## config.mk

```make
export PLATFORM = sky130hd
export DESIGN_NAME = indexed_deque_store
export DESIGN_NICKNAME = d
export VERILOG_FILES = /design/src/design/ids_pkg.sv /design/src/design/ids_ram.sv /design/src/design/indexed_deque_store.sv
export SDC_FILE = /design/constraint.sdc
export NUM_CORES = 2
export LEC_CHECK = 0
export BUFFER_PORTS_ARGS = -buffer_cell sky130_fd_sc_hd__clkbuf_2
export CORE_ASPECT_RATIO = 1.1
export CORE_MARGIN = 5
export CORE_UTILIZATION = 55
export CTS_CLUSTER_DIAMETER = 80
export CTS_CLUSTER_SIZE = 40
export DETAILED_ROUTE_END_ITERATION = 16
export PLACE_DENSITY = 0.79
export REMOVE_ABC_BUFFERS = 1
export SYNTH_ARGS = -nofsm -noshare
export SYNTH_HDL_FRONTEND = slang
export SYNTH_HIERARCHICAL = 1
export SYNTH_SLANG_ARGS = --single-unit
```

## constraint.sdc

```tcl
create_clock -name clk -period 12.7 [get_ports clk]
set_input_delay 2.54 -clock clk [delete_from_list [all_inputs] [get_ports clk]]
set_output_delay 2.54 -clock clk [all_outputs]
set_load 0.01 [all_outputs]
```

## src/design/ids_pkg.sv

```systemverilog
// ----------------------------------------------------------------------------
// ids_pkg: shared definitions for the indexed deque store
// Opcodes, status codes and default sizes.
// ----------------------------------------------------------------------------
package ids_pkg;

	localparam int DEPTH_DEFAULT      = 64;
	localparam int VALUE_BITS_DEFAULT = 32;

	localparam int OP_BITS     = 3;
	localparam int POS_BITS    = 6;
	localparam int ENTRY_BITS  = 32;
	localparam int STATUS_BITS = 2;
	localparam int COUNT_BITS  = 7;

	typedef logic [OP_BITS-1:0]     opcode_t;
	typedef logic [STATUS_BITS-1:0] status_t;

	localparam opcode_t OP_PUSH_FRONT = 3'd0;
	localparam opcode_t OP_PUSH_BACK  = 3'd1;
	localparam opcode_t OP_READ       = 3'd2;
	localparam opcode_t OP_POP_FRONT  = 3'd3;
	localparam opcode_t OP_POP_BACK   = 3'd4;
	localparam opcode_t OP_REMOVE_AT  = 3'd5;

	localparam status_t ST_OK    = 2'd0;
	localparam status_t ST_EMPTY = 2'd1;
	localparam status_t ST_FULL  = 2'd2;

endpackage

```

## src/design/ids_ram.sv

```systemverilog
// ----------------------------------------------------------------------------
// ids_ram: generic simple dual-port RAM
// One write port, one read port, read data registered. No reset on contents.
// ----------------------------------------------------------------------------
module ids_ram #(
	parameter int WIDTH = 32,
	parameter int DEPTH = 64
) (
	input  logic                     clk,
	input  logic                     we,
	input  logic [$clog2(DEPTH)-1:0] waddr,
	input  logic [WIDTH-1:0]         wdata,
	input  logic [$clog2(DEPTH)-1:0] raddr,
	output logic [WIDTH-1:0]         rdata
);

	logic [WIDTH-1:0] mem_q [DEPTH];

	always_ff @(posedge clk) begin
		if (we) begin
			mem_q[waddr] <= wdata;
		end
		rdata <= mem_q[raddr];
	end

endmodule

```

## src/design/indexed_deque_store.sv

```systemverilog
// ----------------------------------------------------------------------------
// indexed_deque_store: circular deque with read and remove at a position
// Push/pop at both ends, read at a logical position, remove-at that closes
// the gap by moving every later entry one slot toward the front.
// ----------------------------------------------------------------------------
// Usage:
//   An item (opcode, position, entry_value) is taken at a rising edge with
//   start high and busy low. busy then stays high until the result is out.
//   The result (value_out, status, count) is shown for exactly one cycle with
//   done high; the receiver cannot hold it off.
// Sequence, accept to result:
//   push front / push back / unused opcode / refused item : execute, done
//   read, pop front, pop back                              : execute, wait, done
//   remove at position                                     : execute, wait, shift, done
//   busy falls in the cycle after done rises. The remove-at time is set by the
//   single RAM port pair: one entry is read and one written per cycle while the
//   gap is closed.
// Reset:
//   arst_n clears head, length and the sequencer; the deque is empty. Entry
//   storage is not cleared, only live entries are ever read.
// ----------------------------------------------------------------------------
module indexed_deque_store #(
	parameter int DEPTH      = ids_pkg::DEPTH_DEFAULT,
	parameter int VALUE_BITS = ids_pkg::VALUE_BITS_DEFAULT
) (
	input  logic                            clk,
	input  logic                            arst_n,
	input  logic                            start,
	output logic                            busy,
	input  logic [ids_pkg::OP_BITS-1:0]     opcode,
	input  logic [ids_pkg::POS_BITS-1:0]    position,
	input  logic [ids_pkg::ENTRY_BITS-1:0]  entry_value,
	output logic                            done,
	output logic [ids_pkg::ENTRY_BITS-1:0]  value_out,
	output logic [ids_pkg::STATUS_BITS-1:0] status,
	output logic [ids_pkg::COUNT_BITS-1:0]  count
);

	localparam int SW = $clog2(DEPTH);
	localparam int CW = $clog2(DEPTH + 1);
	localparam int XW = (CW > ids_pkg::POS_BITS) ? CW : ids_pkg::POS_BITS;

	localparam logic [CW-1:0] DEPTH_CNT  = CW'(DEPTH);
	localparam logic [SW:0]   DEPTH_SUM  = (SW + 1)'(DEPTH);
	localparam logic [SW-1:0] LAST_SLOT  = SW'(DEPTH - 1);

	localparam logic [2:0] S_IDLE  = 3'd0;
	localparam logic [2:0] S_EXEC  = 3'd1;
	localparam logic [2:0] S_WAIT  = 3'd2;
	localparam logic [2:0] S_SHIFT = 3'd3;
	localparam logic [2:0] S_DONE  = 3'd4;

	logic [2:0]              state_q;
	ids_pkg::opcode_t        op_q;
	logic [ids_pkg::POS_BITS-1:0] pos_q;
	logic [VALUE_BITS-1:0]   val_q;
	logic [SW-1:0]           head_q;
	logic [CW-1:0]           cnt_q;
	logic [VALUE_BITS-1:0]   res_q;
	ids_pkg::status_t        st_q;
	logic [SW-1:0]           rd_slot_q;
	logic [SW-1:0]           wr_slot_q;
	logic [CW-1:0]           moves_q;
	logic                    pend_q;

	logic                    full;
	logic                    empty;
	logic                    pos_bad;
	logic [SW:0]             offset;
	logic [SW:0]             slot_sum;
	logic [SW-1:0]           slot_off;
	logic [SW-1:0]           head_inc;
	logic [SW-1:0]           head_dec;
	logic [SW-1:0]           slot_off_inc;

	logic                    ram_we;
	logic [SW-1:0]           ram_waddr;
	logic [VALUE_BITS-1:0]   ram_wdata;
	logic [SW-1:0]           ram_raddr;
	logic [VALUE_BITS-1:0]   ram_rdata;

	assign full    = (cnt_q == DEPTH_CNT);
	assign empty   = (cnt_q == '0);
	assign pos_bad = (XW'(pos_q) >= XW'(cnt_q));

	// one shared slot adder: offset from head, wrapped modulo DEPTH
	always_comb begin
		unique case (op_q)
			ids_pkg::OP_PUSH_BACK: offset = (SW + 1)'(cnt_q);
			ids_pkg::OP_POP_BACK:  offset = (SW + 1)'(cnt_q - CW'(1));
			ids_pkg::OP_POP_FRONT: offset = '0;
			default:               offset = (SW + 1)'(pos_q);
		endcase
	end

	assign slot_sum     = {1'b0, head_q} + offset;
	assign slot_off     = (slot_sum >= DEPTH_SUM) ? SW'(slot_sum - DEPTH_SUM) : SW'(slot_sum);
	assign head_inc     = (head_q == LAST_SLOT) ? '0 : head_q + SW'(1);
	assign head_dec     = (head_q == '0) ? LAST_SLOT : head_q - SW'(1);
	assign slot_off_inc = (slot_off == LAST_SLOT) ? '0 : slot_off + SW'(1);

	always_comb begin
		ram_we    = 1'b0;
		ram_waddr = slot_off;
		ram_wdata = val_q;
		ram_raddr = slot_off;
		unique case (state_q)
			S_EXEC: begin
				if (op_q == ids_pkg::OP_PUSH_FRONT && !full) begin
					ram_we    = 1'b1;
					ram_waddr = head_dec;
				end else if (op_q == ids_pkg::OP_PUSH_BACK && !full) begin
					ram_we    = 1'b1;
				end
			end
			S_SHIFT: begin
				ram_raddr = rd_slot_q;
				ram_we    = pend_q;
				ram_waddr = wr_slot_q;
				ram_wdata = ram_rdata;
			end
			default: begin
			end
		endcase
	end

	ids_ram #(
		.WIDTH(VALUE_BITS),
		.DEPTH(DEPTH)
	) u_store (
		.clk  (clk),
		.we   (ram_we),
		.waddr(ram_waddr),
		.wdata(ram_wdata),
		.raddr(ram_raddr),
		.rdata(ram_rdata)
	);

	always_ff @(posedge clk or negedge arst_n) begin
		if (!arst_n) begin
			state_q <= S_IDLE;
			head_q  <= '0;
			cnt_q   <= '0;
			moves_q <= '0;
			pend_q  <= 1'b0;
		end else begin
			unique case (state_q)
				S_IDLE: begin
					if (start) begin
						state_q <= S_EXEC;
					end
				end
				S_EXEC: begin
					unique case (op_q)
						ids_pkg::OP_PUSH_FRONT: begin
							state_q <= S_DONE;
							if (!full) begin
								head_q <= head_dec;
								cnt_q  <= cnt_q + CW'(1);
							end
						end
						ids_pkg::OP_PUSH_BACK: begin
							state_q <= S_DONE;
							if (!full) begin
								cnt_q <= cnt_q + CW'(1);
							end
						end
						ids_pkg::OP_READ: begin
							state_q <= pos_bad ? S_DONE : S_WAIT;
						end
						ids_pkg::OP_POP_FRONT: begin
							if (!empty) begin
								head_q  <= head_inc;
								cnt_q   <= cnt_q - CW'(1);
								state_q <= S_WAIT;
							end else begin
								state_q <= S_DONE;
							end
						end
						ids_pkg::OP_POP_BACK: begin
							if (!empty) begin
								cnt_q   <= cnt_q - CW'(1);
								state_q <= S_WAIT;
							end else begin
								state_q <= S_DONE;
							end
						end
						ids_pkg::OP_REMOVE_AT: begin
							if (!pos_bad) begin
								cnt_q   <= cnt_q - CW'(1);
								moves_q <= cnt_q - CW'(1) - CW'(pos_q);
								pend_q  <= 1'b0;
								state_q <= S_WAIT;
							end else begin
								state_q <= S_DONE;
							end
						end
						default: begin
							state_q <= S_DONE;
						end
					endcase
				end
				S_WAIT: begin
					state_q <= (op_q == ids_pkg::OP_REMOVE_AT) ? S_SHIFT : S_DONE;
				end
				S_SHIFT: begin
					// read slot i+1 while slot i takes the previous read
					pend_q <= (moves_q != '0);
					if (moves_q != '0) begin
						moves_q <= moves_q - CW'(1);
					end else begin
						state_q <= S_DONE;
					end
				end
				S_DONE: begin
					state_q <= S_IDLE;
				end
				default: begin
					state_q <= S_IDLE;
				end
			endcase
		end
	end

	// payload, result, status and slot registers
	always_ff @(posedge clk) begin
		if (state_q == S_IDLE && start) begin
			op_q  <= opcode;
			pos_q <= position;
			val_q <= VALUE_BITS'(entry_value);
		end
		if (state_q == S_EXEC) begin
			res_q     <= '0;
			wr_slot_q <= slot_off;
			rd_slot_q <= slot_off_inc;
			if ((op_q == ids_pkg::OP_PUSH_FRONT || op_q == ids_pkg::OP_PUSH_BACK) && full) begin
				st_q <= ids_pkg::ST_FULL;
			end else if ((op_q == ids_pkg::OP_READ || op_q == ids_pkg::OP_REMOVE_AT) && pos_bad) begin
				st_q <= ids_pkg::ST_EMPTY;
			end else if ((op_q == ids_pkg::OP_POP_FRONT || op_q == ids_pkg::OP_POP_BACK) && empty) begin
				st_q <= ids_pkg::ST_EMPTY;
			end else begin
				st_q <= ids_pkg::ST_OK;
			end
		end
		if (state_q == S_WAIT) begin
			res_q <= ram_rdata;
		end
		if (state_q == S_SHIFT) begin
			if (moves_q != '0) begin
				rd_slot_q <= (rd_slot_q == LAST_SLOT) ? '0 : rd_slot_q + SW'(1);
			end
			if (pend_q) begin
				wr_slot_q <= (wr_slot_q == LAST_SLOT) ? '0 : wr_slot_q + SW'(1);
			end
		end
	end

	assign busy      = (state_q != S_IDLE);
	assign done      = (state_q == S_DONE);
	assign value_out = ids_pkg::ENTRY_BITS'(res_q);
	assign status    = st_q;
	assign count     = ids_pkg::COUNT_BITS'(cnt_q);

	a_cnt_bound: assert property (@(posedge clk) disable iff (!arst_n)
		cnt_q <= DEPTH_CNT)
		else $error("entry count above capacity");

	a_accept_busy: assert property (@(posedge clk) disable iff (!arst_n)
		(start && !busy) |=> busy)
		else $error("item accepted but block not busy");

	a_done_release: assert property (@(posedge clk) disable iff (!arst_n)
		done |=> !busy)
		else $error("busy held after result");

	a_full_status: assert property (@(posedge clk) disable iff (!arst_n)
		(done && status == ids_pkg::ST_FULL) |-> full)
		else $error("full status while store not full");

endmodule
```

# --- Yosys cells after proc, flatten, opt, wreduce, memory -nomap -nowiden ---
# Memory sizes are Yosys's and may differ from the RTL's. A register that Yosys moved wholly into a read port is not among the register bits.
# Index checks and enable logic that the tools add are counted.
op_classes:
  n_reduce_logical: 28
  n_lt_le_gt_ge: 2
  eq_ne: 24
  addsub: 11
  n_mux: 47
op_table:
  columns: ["operator", "n"]
  rows:
  - ["$mux W32", 3]
  - ["$mux W6", 16]
  - ["$mux W7", 6]
  - ["$pmux W7 S3", 2]
  - ["$add A6 B1 Y6 const B", 4]
  - ["$eq A6 B6 Y1 const B", 4]
  - ["$pmux W6 S2", 2]
  - ["$ne A2 B2 Y1 const B", 9]
  - ["$mux W3", 5]
  - ["$pmux W7 S2", 1]
  - ["$sub A7 B1 Y7 const B", 2]
  - ["$eq A3 B2 Y1 const B", 4]
  - ["$pmux W3 S4", 1]
  - ["$sub A6 B1 Y6 const B", 2]
  - ["$eq A3 B3 Y1 const B", 3]
  - ["$mux W1", 8]
  - ["$reduce_and A4 Y1", 2]
  - ["$add A6 B7 Y7", 1]
  - ["$add A7 B1 Y7 const B", 1]
  - ["$eq A7 B7 Y1 const B", 1]
  - ["$ge A6 B7 Y1", 1]
  - ["$ge A7 B7 Y1 const B", 1]
  - ["$logic_not A7 Y1", 1]
  - ["$reduce_bool A7 Y1", 1]
  - ["16 further kinds", 31]
word_totals:
  out_inout_bits: 43
  elab_cells: 125
  ram_bits: 2048
  regBits: 111
  inputBits: 44
  memories: 1
memory_table:
  columns: ["memory", "words", "word_bits", "read_ports", "rd_clocked_by_memory_dff", "wr", "line_no", "rtl"]
  rows:
  - ["u_store.mem_q", 64, 32, 1, 1, 1, "ids_ram.sv:17", "logic [WIDTH-1:0] mem_q [DEPTH];"]

# --- Logic depth before layout (Yosys ltp) ---
logic_depth:
  depth_word: 10
  ltp_mapped: 20
  depth_no_buf: 18

# --- By module ---
# The synthesis kept the hierarchy.
modules_own_cells:
  columns: ["module", "seq_area_each_um2", "instances", "area_each_um2", "cells_each"]
  rows:
  - ["ids_ram", 62139.6, 1, 78515.3, 3324]
  - ["indexed_deque_store", 3093.0, 1, 6597.6, 726]

# --- Worst setup path before layout ---
# OpenSTA, ideal clock, no wires.
synth_timing:
  path_type: "register -> register"
  from: "register cnt_q[0] (netlist: count[0])"
  to: "memory u_store.mem_q[49][0], enable pin"
  setup_slack_ns: 6.791
  n_path_buf: 1
  required_ns: 12.239
  setup_ns: 0.461
  stages_incl_launch_ff: 16
  arrival_time_ns: 5.448
  period_less_slack_ns: 5.909
  cell_sequence: "dfrtp_1 > inv_1 > ha_1 > nand2_1 > xnor2_1 > a22oi_1 > o21ai_0 > ha_1 > a21o_1 > or3_1 > and3_4 > o22a_1 > nor2_1 > clkbuf_1 > nand4_1 > nor3_1"
synth_via:
  word_cells_on_any_way: 17
  classes_between: "add/sub: 3; order compare: 1; eq/ne: 1; mux: 9; reduce/logical: 3"
synth_rtl:
  columns: ["item", "line_no", "rtl"]
  rows:
  - ["start, declared", "indexed_deque_store.sv:58", "logic [CW-1:0] cnt_q;"]
  - ["start signal, assigned", "indexed_deque_store.sv:159", "cnt_q <= cnt_q + CW'(1);"]
  - ["start signal, assigned", "indexed_deque_store.sv:165", "cnt_q <= cnt_q + CW'(1);"]
  - ["start signal, assigned", "indexed_deque_store.sv:174", "cnt_q <= cnt_q - CW'(1);"]
  - ["$sub A7 B1 Y7", "indexed_deque_store.sv:90", "ids_pkg::OP_POP_BACK: offset = (SW + 1)'(cnt_q - CW'(1));"]
  - ["$pmux W7 S3", "indexed_deque_store.sv:88", "unique case (op_q)"]
  - ["$add A6 B7 Y7", "indexed_deque_store.sv:96", "assign slot_sum = {1'b0, head_q} + offset;"]
  - ["$sub A6 B1 Y6 / $ge A7 B7 Y1 (equally long branches)", "indexed_deque_store.sv:97", "assign slot_off = (slot_sum >= DEPTH_SUM) ? SW'(slot_sum - DEPTH_SUM) : SW'(slot_sum);"]
  - ["$mux W6", "indexed_deque_store.sv:97", null]
  - ["$mux W6", "indexed_deque_store.sv:109", "if (op_q == ids_pkg::OP_PUSH_FRONT && !full) begin"]
  - ["$pmux W6 S2 (*)", "indexed_deque_store.sv:107", "unique case (state_q)"]
  - ["via ram_waddr[5]", "indexed_deque_store.sv:77", "logic [SW-1:0] ram_waddr;"]
  - ["end, declared", "ids_ram.sv:17", null]
# Mark *: on every way through the listed nets, which the timed path passes. The rest lies on a longest branch.

# --- Worst setup path after layout ---
layout_timing:
  from: "register op_q[0]"
  to: "register u_store.rdata[18] (read register of u_store.mem_q)"
layout_via:
  elab_chain_len: 6
  word_cells_on_any_way: 9
  classes_between: "add/sub: 2; order compare: 1; eq/ne: 3; mux: 3"
layout_rtl:
  columns: ["item", "line_no", "rtl"]
  rows:
  - ["start, declared", "indexed_deque_store.sv:54", "ids_pkg::opcode_t op_q;"]
  - ["start signal, assigned", "indexed_deque_store.sv:228", "op_q <= opcode;"]
  - ["$eq A3 B2 Y1 (tied with other cells)", "indexed_deque_store.sv:88", null]
  - ["$pmux W7 S3 (*)", "indexed_deque_store.sv:88", null]
  - ["$add A6 B7 Y7 (*)", "indexed_deque_store.sv:96", null]
  - ["$sub A6 B1 Y6 / $ge A7 B7 Y1 (equally long branches)", "indexed_deque_store.sv:97", null]
  - ["$mux W6 (*)", "indexed_deque_store.sv:97", null]
  - ["$mux W6 (*)", "indexed_deque_store.sv:107", null]
  - ["via ram_raddr[1]", "indexed_deque_store.sv:79", "logic [SW-1:0] ram_raddr;"]
  - ["end, declared", "ids_ram.sv:14", "output logic [WIDTH-1:0] rdata"]
# Marked as above.
# A chain may end at the register's enable or synchronous reset.

==> key figures <==
Worst setup path
  • Crit path launch: op_q[0]
  • Flop-to-flop setup slack: 5.65 ns
  • Worst EP arrival: around 7.7 ns
  • Critical path launch point type: flop
  • FF-to-FF path depth: 14
  • Crit. End Element: flop
  • Setup crit end: u_store/rdata[18]
  • Kind of critical path: reg2reg
  • Largest fanout on the critical path: approximately 110
  • RR Endpoint: u_store/rdata[18]
  • Req. time, crit path: roughly 13 ns
  • Critical R2R Launch: op_q[0]

Detailed routing
  • Drt total wl: ~210 mm
  • DRT Pass-1 Iters: 6
  • Routed wire length per instance: 33.8 µm
  • Starting DRT DRC Count: slightly below 7000
  • Drt drc: 0
  • Antenna-violating nets left: 0
  • Vias per cell: between 6 and 7
  • Vias: about 43000

STA
  • Worst setup margin: ~5.6 ns
  • Least-Margin Pin Slew: between 1 and 1.5 ns
  • Final setup violation count: 0
  • Unrepaired setup endpoints after global routing: no
  • Final hold viol count: 0
  • Fmax: ~140 MHz
  • Slew headroom: 0.118
  • Clock Skew: 0.0637 ns
  • Tmin final: slightly above 7 ns
  • Slew Viols, Final: 0
  • Tcrit/Tclk final: 0.555

Hold path
  • Hold Path Class: reg2reg

Place
  • Setup WS pre-CTS: 5.90 ns
  • GP Congestion: 0.897
  • Buffers on Ports: 86
  • Hpwl dp: between 100 and 150 mm

Logic synthesis
  • Yosys warning count: 6
  • Post-synth EDFFs: approximately 2100
  • Most frequent cells after synthesis: 2123 x edfxtp_1, 544 x mux4_2, 190 x nand2_1, 170 x nor2_1, 102 x clkbuf_1
  • Cell Area, Synth: 0.0851 mm²
  • Post-synthesis register bit count: ~2200
  • Seq/Total Area, Yosys: 0.766
  • Synth unique cells: 73
  • Top-count cell post-synth: edfxtp_1
  • Ys async rst share: 0.0110
  • Leading cell types by total area after synthesis: edfxtp_1 75%, mux4_2 14%, mux2i_1 1.1%
  • Mapped Avg Cell Area: 21.0 µm²
  • Area leader, netlist: edfxtp_1
  • Synth Flop Type: edfxtp_1
  • Top cell type's share of synthesized area: 0.749
  • Mapped Cells: 4050

Job
  • Total of max-cap violations: 0

Clock network
  • CTS H-tree lvls: 3
  • Post-CTS Setup Repair Bufs: 0
  • Total CTS buffers: 84
  • CTS Root Cell: clkbuf_16
  • CTS tree: yes
  • Clk_lat worst skew: around 0.79 ns
  • Hold buffers post-CTS: 0
  • Post-CTS Resized: 0
  • Clk slew on worst S/H paths: around 0.12 ns
  • CTS sink count: between 2000 and 2500
  • Clock tree buffer depth: 3

Final layout
  • Fraction of final layout cells sized beyond drive strength 1: 0.245
  • Multi-input logic area: ~0.019 mm²
  • Sequential Area: 0.0652 mm²
  • # fillers: about 10000
  • Post-Route Utilization: 0.597
  • # nets final: about 4200
  • Layout area overhead: 8.05%

Die
  • Core box area: between 0.15 and 0.2 mm²
  • # IOs: 87
  • Starting Density: 0.553
  • Die Wd: ~390 µm
  • Num rows: 151
  • Die Ht: roughly 420 µm
  • Die area: around 0.16 mm²

Global route
  • Initial antenna violation count: 10
  • First-pass GRT wire length: slightly above 300 mm
  • Largest net degree at the start of global routing: 110
  • Total congestion overflow: 0
  • Gr usage total: 0.261
  • Vias in the first global route: about 42000

Run status
  • Status: finished clean
-- stage by stage --
step | hold slack [ns] | TNS, ns | instances | area (µm²)
floorplan | 0.456 | -473.97 | 3827 | 84100
global placement | 0.475 | 0 | 6108 | 88700
detailed placement | 0.486 | 0 | 6108 | 88700
CTS | 0.503 | 0 | 6261 | 91900
global route | 0.534 | 0 | 6262 | 91900
finish | 0.506 | 0 | 6269 | 92000
-- cells by family after synthesis --
group	count (synthesis)	share of synthesized area
compound gates	370	0.0282
xor+xnor	25	0.00257
fa+ha+maj	30	0.00459
buf+inv	254	0.0138
flops	2191	0.766
mux	641	0.155
simple gates	539	0.0291
-- state kept, by name (all words and copies together) (netlist names) --
register,count
u_store/mem_q,2048
u_store/rdata,32
val_q,32
value_out,32
count,7
moves_q,7
head_q,6
pos_q,6
rd_slot_q,6
wr_slot_q,6
op_q,3
state_q,3
status,2
pend_q,1
-- how the worst min path moves through the flow --
stage                               to          from  cells past startpoint  slack, ns
after global routing      wr_slot_q[2]  wr_slot_q[2]                      2       0.53
after floorplan           wr_slot_q[2]  wr_slot_q[2]                      2       0.46
after CTS                 wr_slot_q[2]  wr_slot_q[2]                      2       0.50
final                     wr_slot_q[2]  wr_slot_q[2]                      2       0.51
after detailed placement  wr_slot_q[2]  wr_slot_q[2]                      2       0.49
after global placement    wr_slot_q[2]  wr_slot_q[2]                      2       0.47
-- critical path: stages, from the launching register on --
cell and delay (ns):
edfxtp_1 0.72, nor2b_1 0.39, o211ai_1 0.13, a22oi_1 0.21, ha_1 0.21, inv_1 0.06
fa_1 0.56, a21oi_4 0.62, buf_12 0.56, buf_12 0.55, buf_4 0.92, mux4_2 0.42
mux4_2 0.52, o22ai_1 0.59, nor2_1 0.12
-- final cells by class --
class	instances	share of cell area
Inverter	31	0.00127
Clock buffer	93	0.0234
Antenna cell	7	0.000190
Clock inverter	60	0.0115
Multi-Input combinational cell	1605	0.210
Sequential cell	2191	0.709
Tap cell	2065	0.0281
Timing Repair Buffer	217	0.0162
-- metal layers --
metal | wire length (µm) | track usage
met2 | 102000 | 0.415
met5 | 27 | 0
met4 | 10800 | 0.106
met1 | 72700 | 0.355
met3 | 26300 | 0.0605
-- cell usage in the layout (no fill, tap or decap), types with 8 or more instances in the layout --
cell type  instances
a21oi_1           98
a22oi_1           21
a311oi_1           9
a31oi_1            8
and2_1            36
and3_1            13
buf_4            125
clkbuf_16         84
clkbuf_2          86
clkinv_8          12
dfrtp_1           24
dfxtp_1           44
edfxtp_1        2123
ha_1              28
inv_1             31
inv_12            10
inv_16            16
mux2i_1           96
mux4_2           544
nand2_1          155
nand2_2           32
nand2b_1          16
nand3_1           21
nor2_1           107
nor2_4            63
nor2b_1           23
nor3_1            17
o21ai_0           34
o21ai_1           19
o221ai_1          28
o22ai_1           91
or3_1              8
xnor2_1           17
xor2_1             8
Power is not shown: default switching activity piles up to over one toggle a cycle in this logic, so the estimate is an artifact.
